==> config.mk <==
export PLATFORM = sky130hd
export DESIGN_NAME = power_button_long_press_sequencer_top
export DESIGN_NICKNAME = d
export VERILOG_FILES = /design/src/hw/rtl/pbls_pkg.sv /design/src/hw/rtl/power_button_long_press_sequencer_top.sv
export VERILOG_INCLUDE_DIRS = /design/src /design/src/hw/rtl
export SDC_FILE = /design/constraint.sdc
export NUM_CORES = 1
export LEC_CHECK = 0
export CAP_MARGIN = 40
export CORE_MARGIN = 2
export CORE_UTILIZATION = 35
export DETAILED_ROUTE_END_ITERATION = 8
export DONT_BUFFER_PORTS = 1
export PLACE_DENSITY = 0.54
export SYNTH_ARGS = -nofsm -noshare
export SYNTH_HDL_FRONTEND = slang
export SYNTH_SLANG_ARGS = --single-unit
export TNS_END_PERCENT = 1
==> constraint.sdc <==
create_clock -name clk -period 8.1 [get_ports clk]
set_clock_uncertainty 0.2 [all_clocks]
set_input_delay 1.215 -clock clk [delete_from_list [all_inputs] [get_ports clk]]
set_output_delay 1.215 -clock clk [all_outputs]
set_load 0.02 [all_outputs]
==> src/hw/rtl/assert_macros.svh <==
// Assertion macros for the RTL; they compile away under SYNTHESIS.
`ifndef ASSERT_MACROS_SVH
`define ASSERT_MACROS_SVH

`ifndef SYNTHESIS
// Property must hold on every clock edge outside reset.
`define ASSERT_PROP(lbl, prop) \
	lbl: assert property (@(posedge clk) disable iff (!arst_n) (prop)) \
		else $error("assertion failed");
// Expression must never be true outside reset.
`define ASSERT_NEVER(lbl, expr) \
	lbl: assert property (@(posedge clk) disable iff (!arst_n) !(expr)) \
		else $error("assertion failed");
`else
`define ASSERT_PROP(lbl, prop)
`define ASSERT_NEVER(lbl, expr)
`endif

`endif

==> src/hw/rtl/pbls_pkg.sv <==
// Types and constants of the power button long-press sequencer.
package pbls_pkg;

	localparam int TICK_W  = 32;
	localparam int CNT_W   = 8;
	localparam int STAGE_W = 3;
	localparam int CODE_W  = 3;
	localparam int CFG_IDX_W = 3;
	localparam int CFG_DATA_W = 32;

	// opcodes
	localparam logic [1:0] OP_EDGE = 2'd0;
	localparam logic [1:0] OP_POLL = 2'd1;
	localparam logic [1:0] OP_TAKE = 2'd2;

	// stages
	localparam logic [STAGE_W-1:0] ST_IDLE     = 3'd0;
	localparam logic [STAGE_W-1:0] ST_NORMAL   = 3'd1;
	localparam logic [STAGE_W-1:0] ST_LONG     = 3'd2;
	localparam logic [STAGE_W-1:0] ST_SHIP     = 3'd3;
	localparam logic [STAGE_W-1:0] ST_WARN     = 3'd4;
	localparam logic [STAGE_W-1:0] ST_IMMINENT = 3'd5;
	localparam logic [STAGE_W-1:0] ST_RELEASED = 3'd6;

	// event codes
	localparam logic [CODE_W-1:0] EV_NONE     = 3'd0;
	localparam logic [CODE_W-1:0] EV_SHIP     = 3'd1;
	localparam logic [CODE_W-1:0] EV_WARN     = 3'd2;
	localparam logic [CODE_W-1:0] EV_IMMINENT = 3'd3;
	localparam logic [CODE_W-1:0] EV_RELEASED = 3'd4;

	// configuration register indexes
	localparam logic [CFG_IDX_W-1:0] REG_STABLE_SAMPLES = 3'd0;
	localparam logic [CFG_IDX_W-1:0] REG_LONG_PRESS     = 3'd1;
	localparam logic [CFG_IDX_W-1:0] REG_SHIP_PREP      = 3'd2;
	localparam logic [CFG_IDX_W-1:0] REG_SHIP_WARN      = 3'd3;
	localparam logic [CFG_IDX_W-1:0] REG_SHIP_IMMINENT  = 3'd4;

	// configuration reset values
	localparam logic [CNT_W-1:0]  STABLE_SAMPLES_RST = 8'd3;
	localparam logic [TICK_W-1:0] LONG_PRESS_RST     = 32'd100;
	localparam logic [TICK_W-1:0] SHIP_PREP_RST      = 32'd300;
	localparam logic [TICK_W-1:0] SHIP_WARN_RST      = 32'd500;
	localparam logic [TICK_W-1:0] SHIP_IMMINENT_RST  = 32'd700;

	typedef struct packed {
		logic [1:0]        opcode;
		logic              pin_level;
		logic [TICK_W-1:0] tick;
	} in_item_t;

	typedef struct packed {
		logic               due;
		logic [STAGE_W-1:0] stage;
		logic               press_active;
		logic               event_valid;
		logic [CODE_W-1:0]  event_code;
		logic [TICK_W-1:0]  event_time;
		logic [TICK_W-1:0]  event_hold;
		logic               event_dropped;
	} out_item_t;

endpackage

==> src/hw/rtl/power_button_long_press_sequencer_top.sv <==
// Power button sequencer: an accepted item is registered in the input register,
// processed against the button state and its result held in an output register.
// One item per cycle is sustained while out_ready is high. Configuration writes
// take effect at the write edge and have no read-back.
`include "assert_macros.svh"

module power_button_long_press_sequencer_top (
	input  logic                            clk,
	input  logic                            arst_n,
	input  logic                            in_valid,
	output logic                            in_ready,
	input  pbls_pkg::in_item_t              in_data,
	output logic                            out_valid,
	input  logic                            out_ready,
	output pbls_pkg::out_item_t             out_data,
	input  logic                            cfg_we,
	input  logic [pbls_pkg::CFG_IDX_W-1:0]  cfg_index,
	input  logic [pbls_pkg::CFG_DATA_W-1:0] cfg_data
);
	import pbls_pkg::*;

	// configuration
	logic [CNT_W-1:0]  stable_samples_q;
	logic [TICK_W-1:0] long_press_q, ship_prep_q, ship_warn_q, ship_imminent_q;

	// button state
	logic               active_q, pend_q, rel_pend_q, armed_q;
	logic               sample_level_q, debounced_q;
	logic [CNT_W-1:0]   stable_count_q;
	logic [TICK_W-1:0]  press_time_q, deadline_q;
	logic [STAGE_W-1:0] stage_q;
	logic [CODE_W-1:0]  mbox_code_q;
	logic [TICK_W-1:0]  mbox_time_q, mbox_hold_q;

	// pipeline
	logic      v_s1;
	in_item_t  item_s1;
	logic      out_valid_q;
	out_item_t out_data_q;
	logic      adv_s2;

	// next state
	logic               n_active, n_pend, n_rel_pend, n_armed;
	logic               n_sample_level, n_debounced;
	logic [CNT_W-1:0]   n_stable_count;
	logic [TICK_W-1:0]  n_press_time, n_deadline;
	logic [STAGE_W-1:0] n_stage;
	logic [CODE_W-1:0]  n_mbox_code;
	logic [TICK_W-1:0]  n_mbox_time, n_mbox_hold;
	out_item_t          res;

	logic [TICK_W-1:0]  hold_diff, elapsed, pub_hold;
	logic               reached, do_accept, do_release, do_advance, pub;
	logic [CODE_W-1:0]  pub_code;

	assign adv_s2    = !out_valid_q || out_ready;
	assign in_ready  = !v_s1 || adv_s2;
	assign out_valid = out_valid_q;
	assign out_data  = out_data_q;

	always_ff @(posedge clk or negedge arst_n) begin
		if (!arst_n) begin
			stable_samples_q <= STABLE_SAMPLES_RST;
			long_press_q     <= LONG_PRESS_RST;
			ship_prep_q      <= SHIP_PREP_RST;
			ship_warn_q      <= SHIP_WARN_RST;
			ship_imminent_q  <= SHIP_IMMINENT_RST;
		end else if (cfg_we) begin
			case (cfg_index)
				REG_STABLE_SAMPLES: stable_samples_q <= cfg_data[CNT_W-1:0];
				REG_LONG_PRESS:     long_press_q     <= cfg_data[TICK_W-1:0];
				REG_SHIP_PREP:      ship_prep_q      <= cfg_data[TICK_W-1:0];
				REG_SHIP_WARN:      ship_warn_q      <= cfg_data[TICK_W-1:0];
				REG_SHIP_IMMINENT:  ship_imminent_q  <= cfg_data[TICK_W-1:0];
				default: ;
			endcase
		end
	end

	// input register
	always_ff @(posedge clk or negedge arst_n) begin
		if (!arst_n) begin
			v_s1 <= 1'b0;
		end else if (in_ready) begin
			v_s1 <= in_valid;
		end
	end

	always_ff @(posedge clk) begin
		if (in_ready && in_valid) begin
			item_s1 <= in_data;
		end
	end

	assign hold_diff = item_s1.tick - press_time_q;
	assign elapsed   = item_s1.tick - deadline_q;
	assign reached   = !elapsed[TICK_W-1];

	always_comb begin
		n_active       = active_q;
		n_pend         = pend_q;
		n_rel_pend     = rel_pend_q;
		n_armed        = armed_q;
		n_sample_level = sample_level_q;
		n_debounced    = debounced_q;
		n_stable_count = stable_count_q;
		n_press_time   = press_time_q;
		n_deadline     = deadline_q;
		n_stage        = stage_q;
		n_mbox_code    = mbox_code_q;
		n_mbox_time    = mbox_time_q;
		n_mbox_hold    = mbox_hold_q;
		res            = '0;
		do_accept      = 1'b0;
		do_release     = 1'b0;
		do_advance     = 1'b0;
		pub            = 1'b0;
		pub_code       = EV_NONE;
		pub_hold       = hold_diff;

		case (item_s1.opcode)
			OP_EDGE: begin
				if (!item_s1.pin_level) begin
					if (!active_q) begin
						n_active     = 1'b1;
						n_pend       = 1'b1;
						n_rel_pend   = 1'b0;
						n_press_time = '0;
						n_armed      = 1'b0;
						n_deadline   = '0;
						n_stage      = ST_NORMAL;
					end
				end else if (active_q) begin
					n_rel_pend = 1'b1;
				end
			end
			OP_POLL: begin
				// debounce
				if (item_s1.pin_level == sample_level_q) begin
					if (stable_count_q < stable_samples_q) begin
						n_stable_count = stable_count_q + 1'b1;
					end
				end else begin
					n_sample_level = item_s1.pin_level;
					n_stable_count = CNT_W'(1);
				end
				if (n_stable_count >= stable_samples_q) begin
					n_debounced = n_sample_level;
				end
				res.due = pend_q || rel_pend_q || (active_q == n_debounced)
					|| (armed_q && reached);
				if (pend_q) begin
					if (!item_s1.pin_level) begin
						do_accept = 1'b1;
					end else if (rel_pend_q && n_debounced) begin
						do_release = 1'b1;
					end
				end else if (!active_q && !n_debounced) begin
					do_accept = 1'b1;
				end else begin
					if (rel_pend_q && !n_debounced) begin
						n_rel_pend = 1'b0;
					end
					if (active_q && n_debounced) begin
						do_release = 1'b1;
					end else if (active_q && armed_q && reached) begin
						do_advance = 1'b1;
					end
				end
			end
			OP_TAKE: begin
				if (mbox_code_q != EV_NONE) begin
					res.event_valid = 1'b1;
					res.event_code  = mbox_code_q;
					res.event_time  = mbox_time_q;
					res.event_hold  = mbox_hold_q;
					n_mbox_code     = EV_NONE;
					n_mbox_time     = '0;
					n_mbox_hold     = '0;
				end
			end
			default: ;
		endcase

		if (do_accept) begin
			n_active     = 1'b1;
			n_pend       = 1'b0;
			n_rel_pend   = 1'b0;
			n_press_time = item_s1.tick;
			n_stage      = ST_NORMAL;
			n_armed      = 1'b1;
			n_deadline   = item_s1.tick + long_press_q;
		end

		if (do_release) begin
			n_active   = 1'b0;
			n_pend     = 1'b0;
			n_rel_pend = 1'b0;
			n_armed    = 1'b0;
			n_deadline = '0;
			n_stage    = ST_RELEASED;
			// a press never accepted has no hold time
			pub_hold   = pend_q ? '0 : hold_diff;
			if (stage_q == ST_SHIP || stage_q == ST_WARN || stage_q == ST_IMMINENT) begin
				pub      = 1'b1;
				pub_code = EV_RELEASED;
			end
		end

		if (do_advance) begin
			case (stage_q)
				ST_NORMAL: begin
					n_stage    = ST_LONG;
					n_deadline = press_time_q + ship_prep_q;
				end
				ST_LONG: begin
					n_stage    = ST_SHIP;
					pub        = 1'b1;
					pub_code   = EV_SHIP;
					n_deadline = press_time_q + ship_warn_q;
				end
				ST_SHIP: begin
					n_stage    = ST_WARN;
					pub        = 1'b1;
					pub_code   = EV_WARN;
					n_deadline = press_time_q + ship_imminent_q;
				end
				ST_WARN: begin
					n_stage    = ST_IMMINENT;
					pub        = 1'b1;
					pub_code   = EV_IMMINENT;
					n_armed    = 1'b0;
					n_deadline = '0;
				end
				default: begin
					n_armed    = 1'b0;
					n_deadline = '0;
				end
			endcase
		end

		if (pub) begin
			res.event_dropped = (mbox_code_q != EV_NONE);
			n_mbox_code       = pub_code;
			n_mbox_time       = item_s1.tick;
			n_mbox_hold       = pub_hold;
		end

		res.stage        = n_stage;
		res.press_active = n_active;
	end

	// state and result update on each transfer into the result register
	always_ff @(posedge clk or negedge arst_n) begin
		if (!arst_n) begin
			active_q       <= 1'b0;
			pend_q         <= 1'b0;
			rel_pend_q     <= 1'b0;
			armed_q        <= 1'b0;
			sample_level_q <= 1'b1;
			debounced_q    <= 1'b1;
			stable_count_q <= STABLE_SAMPLES_RST;
			press_time_q   <= '0;
			deadline_q     <= '0;
			stage_q        <= ST_IDLE;
			mbox_code_q    <= EV_NONE;
			mbox_time_q    <= '0;
			mbox_hold_q    <= '0;
		end else if (adv_s2 && v_s1) begin
			active_q       <= n_active;
			pend_q         <= n_pend;
			rel_pend_q     <= n_rel_pend;
			armed_q        <= n_armed;
			sample_level_q <= n_sample_level;
			debounced_q    <= n_debounced;
			stable_count_q <= n_stable_count;
			press_time_q   <= n_press_time;
			deadline_q     <= n_deadline;
			stage_q        <= n_stage;
			mbox_code_q    <= n_mbox_code;
			mbox_time_q    <= n_mbox_time;
			mbox_hold_q    <= n_mbox_hold;
		end
	end

	always_ff @(posedge clk or negedge arst_n) begin
		if (!arst_n) begin
			out_valid_q <= 1'b0;
		end else if (adv_s2) begin
			out_valid_q <= v_s1;
		end
	end

	always_ff @(posedge clk) begin
		if (adv_s2 && v_s1) begin
			out_data_q <= res;
		end
	end

	`ASSERT_PROP(a_armed_active, armed_q |-> active_q)
	`ASSERT_PROP(a_pend_active, (pend_q || rel_pend_q) |-> active_q)
	`ASSERT_PROP(a_armed_stage, armed_q |-> (stage_q >= ST_NORMAL && stage_q <= ST_WARN))
	`ASSERT_PROP(a_mbox_empty_clear,
		(mbox_code_q == EV_NONE) |-> (mbox_time_q == '0 && mbox_hold_q == '0))
	`ASSERT_NEVER(a_state_hold_no_transfer,
		!$past(adv_s2 && v_s1) && !$stable(stage_q) && $past(arst_n))

endmodule

==> results of run 1 <==
logic make-up after synthesis:
family,share of synthesized area (%)
AO/OA/AOI/OAI,16.4
XOR/XNOR,3.80
adder cells (fa/ha/maj),8.69
buffers and inverters,3.08
flip-flops,48.8
multiplexers,8.74
AND/OR/NAND/NOR,10.5
routing by layer:
metal	share of wire [%]	global-route usage, %	wire (µm)	up-vias
met1	50	26.0	27600	7081
met2	43	26.5	23800	331
li1	-	-	-	7035
met5	0	0	0	-
met4	2.1	4.63	1170	0
met3	4.8	3.15	2670	66
worst max path at each step:
stage,endpoint,slack (ns),cells after the start
finish,mbox_hold_q[1],1.14,27
global route,mbox_hold_q[31],0.42,26
CTS,mbox_hold_q[1],1.16,27
detailed placement,mbox_hold_q[1],1.19,27
global placement,mbox_hold_q[17],1.38,27
floorplan,deadline_q[28],2.06,26
through the flow:
step	hold WS (ns)	worst slack (ns)	std cells	instance area (µm²)	util [%]
2_1_floorplan	0.242	2.06	1936	21400	-
3_3_place_gp	0.258	1.38	2656	22200	36.8
3_5_place_dp	0.263	1.19	2661	22300	36.9
4_1_cts	0.125	1.16	2744	23900	39.4
5_1_grt	0.134	0.419	2744	23900	39.4
6_report	0.177	1.14	2744	23900	39.4
cells in the final DEF (no fill, tap or decap), drive strengths merged, types with 11 or more instances in the layout:
master	count
and2	82
nand2	144
nand4	11
dfstp	25
a22o	74
a221oi	22
mux2i	34
dfrtp	261
xnor2	54
nor2	86
buf	18
clkbuf	64
clkinv	12
o21a	19
o21ai	111
a21oi	151
and3	13
xor2	39
nor3	19
inv	94
nand2b	22
edfxtp	109
nor2b	14
nand3	22
mux2	136
a31oi	11
a21o	42
ha	144
worst reg2reg max path, delay by kind of cell, from the launching register on:
| family | cells | cell delay (ns) |
|---|---|---|
| AOI/OAI and AO/OA | 11 | 2.44 |
| xor gates and xnor gates | 1 | 0.16 |
| adders and majority gates | 3 | 0.80 |
| buffers and inverters | 3 | 0.54 |
| DFF | 1 | 0.52 |
| muxes | 1 | 0.21 |
| and+or+nand+nor | 8 | 2.01 |
synth_stat cells (14+ instances only):
library cell,count,area [µm²]
a21oi_1,148,741
nor2_1,86,323
xor2_1,39,342
mux2_2,136,1530
xnor2_1,54,473
nor3_1,19,95.1
clkbuf_1,54,203
o21ai_0,98,490
o21a_1,19,143
dfrtp_1,261,6530
edfxtp_1,109,3270
a21o_1,40,300
nand2b_1,22,138
a221oi_1,22,193
a22o_1,74,648
mux2i_1,34,340
inv_1,91,342
nor2b_1,14,87.6
dfstp_2,25,657
ha_1,144,1800
nand3_1,22,110
and2_1,82,513
nand2_1,143,537
area by class of cell:
cell class	count	share of cell area, %
clock buffer	64	5.59
clock inverter	19	0.797
inverter	92	1.46
multi-input combinational	1374	43.4
sequential	395	43.9
tap	782	4.10
timing repair buffer	18	0.787
state kept, by name (all words and copies together) (netlist names), 3 cells and up:
name	flops
stable_count_q	8
press_time_q	32
mbox_time_q	32
ship_imminent_q	32
stable_samples_q	8
mbox_code_q	3
stage_q	3
ship_prep_q	32
deadline_q	32
mbox_hold_q	32
item_s1	35
ship_warn_q	32
out_data	74
long_press_q	32
power breakdown:
group / internal (µW) / switching, µW / leakage [µW]
combinational: 1430 / 1760 / 0.00485
sequential: 2580 / 459 / 0.00461
clock: 1240 / 832 / 0.000754
total: 5250 / 3050 / 0.0102
==> metrics.csv, run 1 <==
metric,value,unit
Unique masters post-synth,84,
CTS Hold Bufs,0,
peak supply drop,155,µV
Synthesized Nets,2158,
Routed WL,55200,µm
PwrDens,348,mW/mm²
syn avg cell area,11.1,µm²
Die H,251,µm
Root Buffer,clkbuf_16,
Multi-input gate area,0.0104,mm²
Vias/cell,5.29,
Total GRT Usage,17.6,%
Worst-Skew Late Latency,0.58,ns
cells after synthesis,1936,
I/O pins,151,
critical path startpoint,stable_samples_q[1],
reg2reg path depth,27,
setup violators final,0,
Initial DRC Count,1131,
clk buf depth,3,
gpl congestion,0.883,
Hold Crit Class,in2async,
Pwr Total,8300,µW
first-pass GRT wire length,86700,µm
Clock transition at path regs,0.06,ns
CP max-delay cell,nor4b_1,
Relative slew margins,35.7,%
post-DP HPWL,40700,µm
fillers,5749,
largest net degree at the start of global routing,287,
Site Rows,90,
Post-Syn Area,0.0214,mm²
CP bufs+invs,3,
Final nets,2148,
FF-to-FF Start,stable_samples_q[1],
Routed Antenna Nets,0,
vias in the first global route,14409,
core box area,0.0605,mm²
RSZ-0062 raised after global routing,no,
setup TNS,0,ns
Num CTS Buffers,45,
Syn-to-layout area delta,11.3,%
vias post-DR,14513,
post-CTS sizing,0,
total of max-cap violations,0,
fin crit share,85.9,%
initial cell density of the core,35.4,%
"Min Clock Period, post-route",6.96,ns
Critical Path RT,8.42,ns
global route overflow,0,
crit path max fanout,33,
Synth async-reset ratio,72.4,%
Slew @ Worst Pin,0.957,ns
post-DR wirelength/cell,20.1,µm
f_max,0.144,GHz
drt pass-1 iters,4,
die footprint,0.0632,mm²
critical path arrival,7.28,ns
"Seq/Total Area, Yosys",48.8,%
Yosys reg bits,395,
largest stage delay on the critical path,0.62,ns
DRC errors left,0,
CTS sink cnt,395,
Final Hold Vio Count,0,
status,"finished, final reports clean",
Reg area,0.0105,mm²
Critical Path Start Type,register,
"EDFF count, synth",109,
setup bufs post-CTS,0,
reg2reg end,mbox_hold_q[1],
CTS tree,done,
YS warnings,0,
antenna violations before repair,0,
Pleak,0.0102,µW
dominant synthesized flop cell,dfrtp_1,
type of destination of the critical path,register,
crit-path leading delay family,compound AO/OA/AOI/OAI gates,
die width,251,µm
reg2reg setup slack,1.14,ns
Port Buffers,0,
Worst Setup Path Type,reg2reg,
Ant. Diodes,0,
H-tree levels,2,
max-slew violations,0,
layout cell share with drive strength beyond 1,15.5,%
(Power assumes the default switching activity.)
==> run 2, diff against run 1 <==
Settings changed: BUFFER_PORTS_ARGS set to -buffer_cell sky130_fd_sc_hd__buf_4, DONT_BUFFER_PORTS 1 to unset, PLACE_DENSITY 0.54 to 0.56, RECOVER_POWER set to 50.
==> metrics.csv, run 2 (same netlist as run 1, synthesis figures left out) <==
metric,value,unit
core box area,0.0605,mm²
max reg flops,74,
largest net degree at the start of global routing,108,
RSZ-0062 raised after global routing,no,
post-CTS sizing,0,
type of destination of the critical path,register,
Root Buffer,clkbuf_16,
Vias/cell,5.22,
Hold Crit Class,reg2reg,
Final nets,2301,
critical path arrival,7.33,ns
Clock transition at path regs,0.06,ns
setup violators final,0,
Syn-to-layout area delta,16.5,%
I/O pins,151,
fin crit share,86.7,%
setup bufs post-CTS,0,
post-DP HPWL,41400,µm
Worst-Skew Late Latency,0.59,ns
drt pass-1 iters,5,
worst hold slack,0.272,ns
Relative slew margins,-57.5,%
Port Buffers,150,
Non-Filler Instances,2897,
layout cell share with drive strength beyond 1,20.4,%
DRC errors left,0,
Slew @ Worst Pin,2.36,ns
Pleak,0.0108,µW
Post-Place Cells,2814,
"Min Clock Period, post-route",7.02,ns
Place WS,1.20,ns
Ant. Diodes,0,
CTS sink cnt,395,
die footprint,0.0632,mm²
most frequent cells in the layout,"dfrtp_1 (260), a21oi_1 (148), ha_1 (144)",
global route overflow,0,
max-slew violations,330,
Routed WL,55300,µm
worst setup margin,1.08,ns
"most common cell after layout, fill and taps aside",dfrtp_1,
PwrDens,338,mW/mm²
Worst Setup Path Type,reg2reg,
Die H,251,µm
Routed Antenna Nets,0,
Post-Route Utilization,41.3,%
CTS Hold Bufs,0,
vias in the first global route,15278,
f_max,0.142,GHz
setup TNS,0,ns
Critical Path RT,8.41,ns
Final Hold Vio Count,0,
antenna violations before repair,1,
Num CTS Buffers,45,
total of max-cap violations,9,
peak supply drop,155,µV
status,finished with violations,
Critical Path Start Type,register,
Initial DRC Count,1093,
first-pass GRT wire length,87400,µm
Site Rows,90,
failing checks,"capacitance limit, slew limit",
die width,251,µm
post-DR wirelength/cell,19.1,µm
gpl congestion,0.880,
CTS tree,done,
crit path max fanout,33,
vias post-DR,15115,
Total GRT Usage,17.7,%
initial cell density of the core,35.4,%
clk buf depth,3,
H-tree levels,2,
-- run 2: cell types whose count changed in the layout (fill, tap and decap cells not counted), sizes merged --
cell and change:
bufinv +4, inv +3, clkinv -5, clkinvlp +1, buf +105, clkbuf +45
-- run 2: per-stage QoR --
stage	area [µm²]	power, µW
2_1_floorplan	21400	5390
3_3_place_gp	23400	6240
3_5_place_dp	23500	6310
4_1_cts	25100	8520
5_1_grt	25000	9060
6_report	25000	8450
-- run 2: final cells by class --
cell class                      instances  area, µm²
Clock buffer                           61       1250
Clock inverter                         22        318
Fill cell                            5740      35500
Inverter                               92        347
Multi-Input combinational cell       1374      10300
Sequential cell                       395      10500
Tap cell                              782        978
Timing Repair Buffer                  171       1290
-- run 2: power by group --
part | internal (µW) | switching (µW)
clock | 1310 | 845
sequential | 2570 | 422
combinational | 1480 | 1820
-- run 2: per-layer routing --
metal / wire length [µm] / vias to the layer above / global-route usage [%] / share of wire, %
met1: 27100 / 7372 / 25.8 / 49
met4: 1380 / 0 / 4.91 / 2.5
met5: 0 / - / 0 / 0
met3: 2660 / 80 / 2.85 / 4.8
li1: - / 7323 / - / -
met2: 24100 / 340 / 27.1 / 44
-- run 2: path summary, 6_finish.rpt --
kind                            slack [ns]                start  cells after the start          endpoint
max in group asynchronous             4.45               arst_n                      2  press_time_q[12]
worst min register to register        0.27       mbox_hold_q[0]                      2    mbox_hold_q[0]
worst max register to register        1.08  stable_samples_q[1]                     27    mbox_hold_q[1]
worst min-delay path                  0.27       mbox_hold_q[0]                      2    mbox_hold_q[0]
min in group asynchronous             0.49               arst_n                      1    ship_warn_q[3]
worst max-delay path                  1.08  stable_samples_q[1]                     27    mbox_hold_q[1]
-- run 2: critical path, cell delays in order, from the launching register on --
cell and delay [ns]:
dfstp_2 0.52, inv_1 0.06, ha_1 0.29, a21o_1 0.17, a21o_1 0.17, a21oi_1 0.15, nor2b_1 0.06, o21ai_0 0.21
a21o_1 0.25, nand4_1 0.19, xnor2_1 0.16, and2_1 0.16, ha_1 0.30, o211a_1 0.25, a221o_1 0.38, a22o_1 0.27
nor2_1 0.31, inv_1 0.10, ha_1 0.21, nor2_1 0.15, nor4b_1 0.67, and3_1 0.30, mux2i_1 0.21, a21oi_2 0.31
o21a_1 0.19, buf_4 0.36, and2_1 0.22, a22o_1 0.13
==> run 3, diff against run 2 <==
Settings changed: ABC_AREA set to 1, GPL_TIMING_DRIVEN set to 0.
==> metrics.csv, run 3 <==
metric,value,unit
vias in the first global route,20218,
FF-to-FF Start,stable_count_q[5],
Site Rows,95,
vias post-DR,20770,
YS warnings,0,
CP bufs+invs,4,
placed cell areas,0.0260,mm²
Final nets,3528,
Worst-Skew Late Latency,0.62,ns
total of max-cap violations,2,
type of destination of the critical path,register,
cell mode on critical path,nand2_1,
Die H,264,µm
crit path max fanout,10,
setup TNS,0,ns
post-synth top area cell,dfrtp_1,
post-CTS sizing,0,
PwrDens,325,mW/mm²
Slew @ Worst Pin,4.27,ns
Synthesized Nets,3325,
f_max,0.193,GHz
die width,264,µm
most frequent cell after synthesis,nand2_1,
setup bufs post-CTS,0,
most frequent cells in the layout,"nand2_1 (1056), inv_1 (389), dfrtp_1 (261)",
largest stage delay on the critical path,0.43,ns
CTS tree,done,
Routed Antenna Nets,0,
cells after synthesis,3103,
gpl congestion,0.935,
Clock transition at path regs,0.06,ns
Post-Place Cells,4131,
global route overflow,0,
Synth top area share,27.6,%
layout cell share with drive strength beyond 1,9.25,%
Synth async-reset ratio,72.4,%
final instance area,0.0274,mm²
"Seq/Total Area, Yosys",44.1,%
Critical Path Start Type,register,
Sw Pwr,3900,µW
setup violators final,0,
first-pass GRT wire length,116000,µm
status,finished with violations,
Reg area,0.0105,mm²
critical path arrival,5.54,ns
Non-Filler Instances,4215,
initial cell density of the core,35.3,%
syn avg cell area,7.64,µm²
Seq pwr share,32.7,%
Multi-input gate area,0.0113,mm²
Initial DRC Count,1466,
Post-synth top cells,"nand2_1 (1056), inv_1 (389), dfrtp_1 (261), o21ai_0 (252), nor2_1 (237)",
antenna violations before repair,0,
Hold Crit Class,reg2reg,
max-slew violations,109,
peak supply drop,165,µV
Port Buffers,150,
core box area,0.0672,mm²
CTS sink cnt,395,
Post-Syn Area,0.0237,mm²
RSZ-0062 raised after global routing,no,
Yosys reg bits,395,
fillers,7052,
"EDFF count, synth",109,
Worst Setup Path Type,reg2reg,
post-DR wirelength/cell,17.9,µm
dominant synthesized flop cell,dfrtp_1,
Syn-to-layout area delta,15.7,%
"most common cell after layout, fill and taps aside",nand2_1,
post-DP HPWL,60100,µm
Unique masters post-synth,52,
die footprint,0.0698,mm²
Critical Path RT,8.45,ns
Pleak,0.0134,µW
Sw Share,43.7,%
Vias/cell,4.93,
crit-path leading delay family,simple AND/OR/NAND/NOR gates,
Total GRT Usage,21.5,%
Ant. Diodes,0,
clk buf depth,3,
critical path startpoint,stable_count_q[5],
failing checks,"capacitance limit, slew limit",
logic gate share of total power,44.8,%
Relative slew margins,-184,%
DRC errors left,0,
CTS Hold Bufs,0,
max reg flops,74,
Clock power frac,22.5,%
worst hold slack,0.270,ns
reg2reg end,mbox_time_q[11],
Num CTS Buffers,46,
fin crit share,64.1,%
I/O pins,151,
Root Buffer,clkbuf_16,
largest cells by area after synthesis,"dfrtp_1 (28%), nand2_1 (17%), edfxtp_1 (14%)",
largest net degree at the start of global routing,117,
H-tree levels,2,
Critical Path End,mbox_time_q[11],
drt pass-1 iters,6,
CP max-delay cell,dfrtp_1,
reg2reg setup slack,2.91,ns
"Min Clock Period, post-route",5.19,ns
critical path depth in cells,27,
Post-Route Utilization,40.8,%
reg2reg path depth,27,
Routed WL,75400,µm
Final Hold Vio Count,0,
internal power,5020,µW
run 3: cell types whose count changed after synthesis, moves of 22 or more:
cell	change
nand3_1	+85
and2_1	-78
a21o_1	-33
a22oi_1	+25
nand2_1	+913
nand2b_1	-22
xnor2_1	-29
mux2i_1	-34
mux2_2	-136
nand4_1	+66
a22o_1	-73
inv_1	+298
nor2_1	+151
o21ai_0	+154
run 3: routing by layer:
layer / vias to the layer above / wire length (µm) / share of wire, % / GRT usage, %
li1: 10477 / - / - / -
met1: 9724 / 33900 / 45 / 28.5
met3: 105 / 3540 / 4.7 / 2.80
met2: 464 / 35700 / 47 / 36.7
met4: 0 / 2160 / 2.9 / 6.19
met5: - / 0 / 0 / 0
run 3: logic make-up after synthesis:
family / synth area share, %
XOR/XNOR: 2.22
AND/OR/NAND/NOR: 27.2
adder cells (fa/ha/maj): 7.85
AO/OA/AOI/OAI: 10.4
flip-flops: 44.1
buffers and inverters: 8.12
run 3: layout make-up:
class	count	area share, %
plain buffers	87	1.56
multi-input cells	2221	41.3
flip-flops and latches	395	38.2
clock buffers	70	4.78
repair buffers	155	4.29
clock inverters	14	0.470
inverters	400	5.48
well taps	873	3.98
run 3: worst min-delay path: cells and delay by family, from the launching register on:
kind,cells,cell delay (ns)
flip-flops,1,0.34
AND/OR/NAND/NOR,2,0.09
run 3: worst min-delay path by stage:
stage / startpoint / end / slack [ns] / depth (start not counted)
2_1_floorplan: rel_pend_q / rel_pend_q / 0.24 / 2
3_3_place_gp: deadline_q[11] / deadline_q[11] / 0.25 / 2
3_5_place_dp: mbox_hold_q[15] / mbox_hold_q[15] / 0.26 / 2
4_1_cts: deadline_q[8] / deadline_q[8] / 0.27 / 2
5_1_grt: deadline_q[25] / deadline_q[25] / 0.29 / 2
6_report: mbox_hold_q[10] / mbox_hold_q[10] / 0.27 / 2
run 3: power groups by stage:
stage                     Sequential (µW)  Clock (µW)  Combinational [µW]
after floorplan                      2820           0                2840
final                                2920        2000                4000
after detailed placement             2940           0                3970
after CTS                            2910        2050                4000
after global placement               2940           0                3940
after global routing                 2960        2130                4530
run 3: stage by stage:
step | total power (µW) | setup slack [ns]
global route | 9630 | 2.52
CTS | 8950 | 2.85
finish | 8920 | 2.91
floorplan | 5660 | 3.48
detailed placement | 6910 | 2.85
global placement | 6880 | 1.87
